==> config.mk <==
export PLATFORM = sky130hd
export DESIGN_NAME = bui_div
export DESIGN_NICKNAME = d
export VERILOG_FILES = /design/src/hw/rtl/bui_div.sv
export SDC_FILE = /design/constraint.sdc
export NUM_CORES = 2
export LEC_CHECK = 0
export BUFFER_PORTS_ARGS = -buffer_cell sky130_fd_sc_hd__buf_4
export CAP_MARGIN = 30
export CORE_MARGIN = 3
export CORE_UTILIZATION = 60
export CTS_CLUSTER_DIAMETER = 200
export DETAILED_ROUTE_END_ITERATION = 12
export PLACE_DENSITY = 0.83
export SLEW_MARGIN = 15
export SYNTH_ARGS = -nofsm -noshare
export SYNTH_HDL_FRONTEND = slang
export SYNTH_SLANG_ARGS = --single-unit
==> constraint.sdc <==
create_clock -name clock -period 4.5 [get_ports clock]
set_clock_uncertainty 0.15 [all_clocks]
set_input_delay 0.225 -clock clock [delete_from_list [all_inputs] [get_ports clock]]
set_output_delay 0.225 -clock clock [all_outputs]
set_load 0.02 [all_outputs]
==> src/hw/rtl/bui_div.sv <==
module bui_div #(
   parameter int NUM_WIDTH = 54,
   parameter int DEN_WIDTH = 35,
   parameter int QUO_WIDTH = 17
) (
   input  logic                 clock,
   input  logic                 en,
   input  logic [NUM_WIDTH-1:0] num,
   input  logic [DEN_WIDTH-1:0] den,
   output logic [QUO_WIDTH-1:0] quo
);

   // Restoring division, one quotient bit per stage from the top. The
   // numerator must be below the divisor shifted up by the quotient width.
   logic [NUM_WIDTH-1:0] rem_ff [QUO_WIDTH];
   logic [DEN_WIDTH-1:0] den_ff [QUO_WIDTH];
   logic [QUO_WIDTH-1:0] quo_ff [QUO_WIDTH];

   for (genvar s = 0; s < QUO_WIDTH; s++) begin : g_stage
      localparam int SH = QUO_WIDTH - 1 - s;
      logic [NUM_WIDTH-1:0] rem_prev;
      logic [DEN_WIDTH-1:0] den_prev;
      logic [QUO_WIDTH-1:0] quo_prev;
      logic [NUM_WIDTH-1:0] shifted;
      logic [NUM_WIDTH-1:0] rem_in;
      logic [QUO_WIDTH-1:0] quo_in;

      if (s == 0) begin : g_first
         assign rem_prev = num;
         assign den_prev = den;
         assign quo_prev = '0;
      end else begin : g_next
         assign rem_prev = rem_ff[s-1];
         assign den_prev = den_ff[s-1];
         assign quo_prev = quo_ff[s-1];
      end

      always_comb begin
         shifted = NUM_WIDTH'(den_prev) << SH;
         if (rem_prev >= shifted) begin
            rem_in = rem_prev - shifted;
            quo_in = {quo_prev[QUO_WIDTH-2:0], 1'b1};
         end else begin
            rem_in = rem_prev;
            quo_in = {quo_prev[QUO_WIDTH-2:0], 1'b0};
         end
      end

      always_ff @(posedge clock) begin
         if (en) begin
            rem_ff[s] <= rem_in;
            den_ff[s] <= den_prev;
            quo_ff[s] <= quo_in;
         end
      end
   end

   assign quo = quo_ff[QUO_WIDTH-1];

endmodule

==> flow_metrics.py <==
metrics = {
    "die": {
        "rows": 142,
        "boundaryPins": 108,
        "core_sq_um": 150000,
        "die-area_sq_um": 157000,
        "die_x_microns": 396,
        "fp.dieH_microns": 396,
        "start_util_pct": 60.6,
    },
    "synth": {
        "netlist_area_sq_um": 91200,
        "synth.distinct_cells": 108,
        "yosys_warnings": 0,
        "syn_inst": 8573,
        "synth-main-ff-cell": "edfxtp_1",
        "synth_seq_cells": 1577,
        "synth_area_per_cell_sq_um": 10.6,
        "seq_area_frac_synth_pct": 51.9,
        "async_flop_share_pct": 0,
        "synth_edf_count": 1577,
        "synth_nets": 9275,
    },
    "clocking": {
        "htreeDepth": 4,
        "numCtsBuffers": 167,
        "cts_root_buf": "clkbuf_16",
        "clkLatencyLatePin_ns": 0.81,
        "clkTransAtPathRegs_ns": 0.06,
        "cts_buffer_depth": 3,
        "cts_tree": "yes",
        "cts_sinks": 1577,
    },
    "cells_and_area": {
        "final_area_sq_um": 103000,
        "final_cell_mix": "edfxtp_1, inv_1, nand2_1",
        "layout.nets": 9680,
        "drive_above_1_share_pct": 8.13,
        "num-fill-cells": 10700,
        "fin_util_pct": 68.3,
        "syn_to_final_growth_pct": 12.7,
        "layout_commonest_cell": "edfxtp_1",
    },
    "global_route": {
        "grt_pass1_wl_microns": 349000,
        "grt_max_degree": 132,
        "grt_overflow": 0,
        "grt_pass1_vias": 67900,
        "antenna_found_initial": 3,
        "grtUsageTotal_pct": 28.0,
    },
    "placed_design": {
        "io_buffers": 107,
        "pre_cts_slack_ns": 0.183,
        "dpl.hpwl_microns": 170000,
        "place_area_sq_um": 95700,
        "gp_congestion": 1.09,
    },
    "setup_path": {
        "crit_family": "buffers and inverters",
        "worst-setup-path-type": "primary input to register",
        "critPathBufInv": 8,
        "cpPeakStageDelay_ns": 0.56,
        "worstPathMaxFanout": 40,
        "worstPathArrival_ns": 4.82,
        "critPathCaptureType": "register",
        "worstPathCellList": "dlygate4sd3_1 -> buf_4 -> inv_1 -> ha_1 -> inv_1 -> fa_1 -> a21oi_2 -> o21bai_1 -> a21oi_1 -> o21ai_0 -> o211ai_1 -> o211ai_1 -> buf_4 -> a31oi_4 -> buf_8 -> buf_4 -> o21ai_0 -> dlygate4sd3_1",
        "required_ns": 4.91,
        "crit_slowest_cell": "dlygate4sd3_1",
        "start_kind": "primary input",
        "worst_path_most_repeated_cell": "buf_4",
    },
    "sta": {
        "relSlewSlack_pct": 31.8,
        "worstMarginPinSlew_ns": 1.01,
        "fmax_mhz": 227,
        "fin_crit_sh_pct": 98.0,
        "maxSlewViolCount": 0,
        "setup_viol_count_final": 0,
        "whs_ns": 0.107,
        "fin_ws_ns": 0.0884,
        "hold_viol_final": 0,
        "post-route-min-period_ns": 4.41,
    },
    "pwr": {
        "p_per_area_nw_per_um2": 633,
        "peakVddDrop_uv": 426,
        "totalPowerFinal_mw": 65.0,
        "leakage_nw": 41.1,
    },
    "route": {
        "dr.first_iter.drc_count": 3969,
        "post_drt_wl_per_cell_microns": 20.1,
        "postRouteAntennaNets": 0,
        "viasPerCell": 6.01,
        "dr.pass1.iters": 8,
        "drc_errors": 0,
        "vias": 66900,
        "drt_wl_total_microns": 223000,
    },
    "min_path": {
        "hold_class": "primary input to register",
    },
    "run_status": {
        "status": "complete, no violations",
    },
    "job": {
        "cap_violations": 0,
    },
}
routing by layer:
metal  global-route usage [%]  vias to the layer above  wire length, microns
li1                         -                    32200                     -
met1                     25.2                    31400                 72400
met2                     55.8                     2412                123000
met3                     3.15                      844                  8540
met4                     21.9                        0                 19700
met5                        0                        -                     0
worst paths after layout:
| check | start | end | slack (ns) | cells past startpoint |
|---|---|---|---|---|
| setup / recovery | num[16] | rem_ff[0][24]$_DFFE_PP_ | 0.09 | 18 |
| hold / removal | num[26] | rem_ff[0][26]$_DFFE_PP_ | 0.11 | 4 |
| setup reg to reg | rem_ff[0][15]$_DFFE_PP_ | rem_ff[0][103]$_DFFE_PP_ | 0.17 | 15 |
| hold reg to reg | quo_ff[1][34]$_DFFE_PP_ | quo_ff[1][52]$_DFFE_PP_ | 0.26 | 0 |
Yosys cell counts, types with 17 or more instances:
| master | instances | area share, % |
|---|---|---|
| a2111oi_0 | 18 | 0.17 |
| nor2_1 | 534 | 2.2 |
| clkbuf_1 | 204 | 0.84 |
| nand3_1 | 133 | 0.73 |
| xnor2_1 | 352 | 3.4 |
| and4_1 | 17 | 0.16 |
| a21boi_0 | 21 | 0.17 |
| mux2_2 | 74 | 0.91 |
| buf_1 | 20 | 0.082 |
| a21o_1 | 332 | 2.7 |
| a21oi_1 | 741 | 4.1 |
| buf_2 | 30 | 0.16 |
| edfxtp_1 | 1577 | 52 |
| and3_1 | 59 | 0.40 |
| nor3_1 | 139 | 0.76 |
| nand4_1 | 148 | 1.0 |
| a211oi_1 | 61 | 0.50 |
| nand2b_1 | 85 | 0.58 |
| o21bai_1 | 103 | 0.85 |
| or3_1 | 47 | 0.32 |
| or2_2 | 19 | 0.13 |
| or4_1 | 30 | 0.25 |
| a221oi_1 | 20 | 0.19 |
| nor4_1 | 111 | 0.76 |
| o31ai_1 | 52 | 0.43 |
| and2_1 | 33 | 0.23 |
| ha_1 | 595 | 8.2 |
| xor2_1 | 307 | 2.9 |
| o21ai_0 | 605 | 3.3 |
| o211ai_1 | 39 | 0.32 |
| a31oi_1 | 60 | 0.41 |
| nor2b_1 | 74 | 0.51 |
| o21a_1 | 74 | 0.61 |
| a211o_1 | 25 | 0.24 |
| inv_1 | 789 | 3.2 |
| nand2_1 | 744 | 3.1 |
layout make-up:
class	instances	area (sq um)	share of cell area, %
Multi-Input combinational cell	5940	39900	38.9
Clock inverter	103	1100	1.07
Antenna cell	2	5.00	0.00487
Timing Repair Buffer	498	4520	4.40
Sequential cell	1577	47400	46.1
Tap cell	2016	2520	2.46
Clock buffer	205	4320	4.21
Inverter	794	2990	2.91
timing repair:
item	in CTS	in global routing
endpoints found under the hold margin	191	0
setup endpoints to repair	0	31
hold buffers	152	0
setup buffers	0	0
resized for setup	0	8
kinds of logic after synthesis:
group                      count (synthesis)  synth area share [%]
AOI/OAI and AO/OA                       2333                  15.9
xor gates and xnor gates                 659                  6.33
adders and majority gates                611                  8.52
buffers and inverters                   1056                  4.43
DFF                                     1577                  51.9
muxes                                     77                 0.948
and+or+nand+nor                         2260                  11.9
flip-flops by register name, summed over array words and instances, names as in the netlist:
register and flops:
den_ff 560, quo_ff 153, rem_ff 864
power by group:
group | internal [mW] | total (mW) | leakage, nW | switching (mW)
Combinational | 11.7 | 28.2 | 23.2 | 16.5
Sequential | 21.2 | 23.4 | 15.3 | 2.20
Clock | 7.65 | 13.4 | 2.61 | 5.72
Total | 40.6 | 65.0 | 41.1 | 24.4
per-stage QoR:
| step | TNS [ns] | cells |
|---|---|---|
| finish | 0 | 11100 |
| global route | -0.0161 | 11100 |
| CTS | 0 | 11100 |
| detailed placement | 0 | 10700 |
| global placement | 0 | 10700 |
| floorplan | 0 | 8573 |
worst min-delay path: cells and delay by family:
family / cells / cell delay, ns
compound gates: 1 / 0.06
buf+inv: 2 / 0.63
simple gates: 1 / 0.04
No activity file was read; power rests on OpenSTA's default activity.
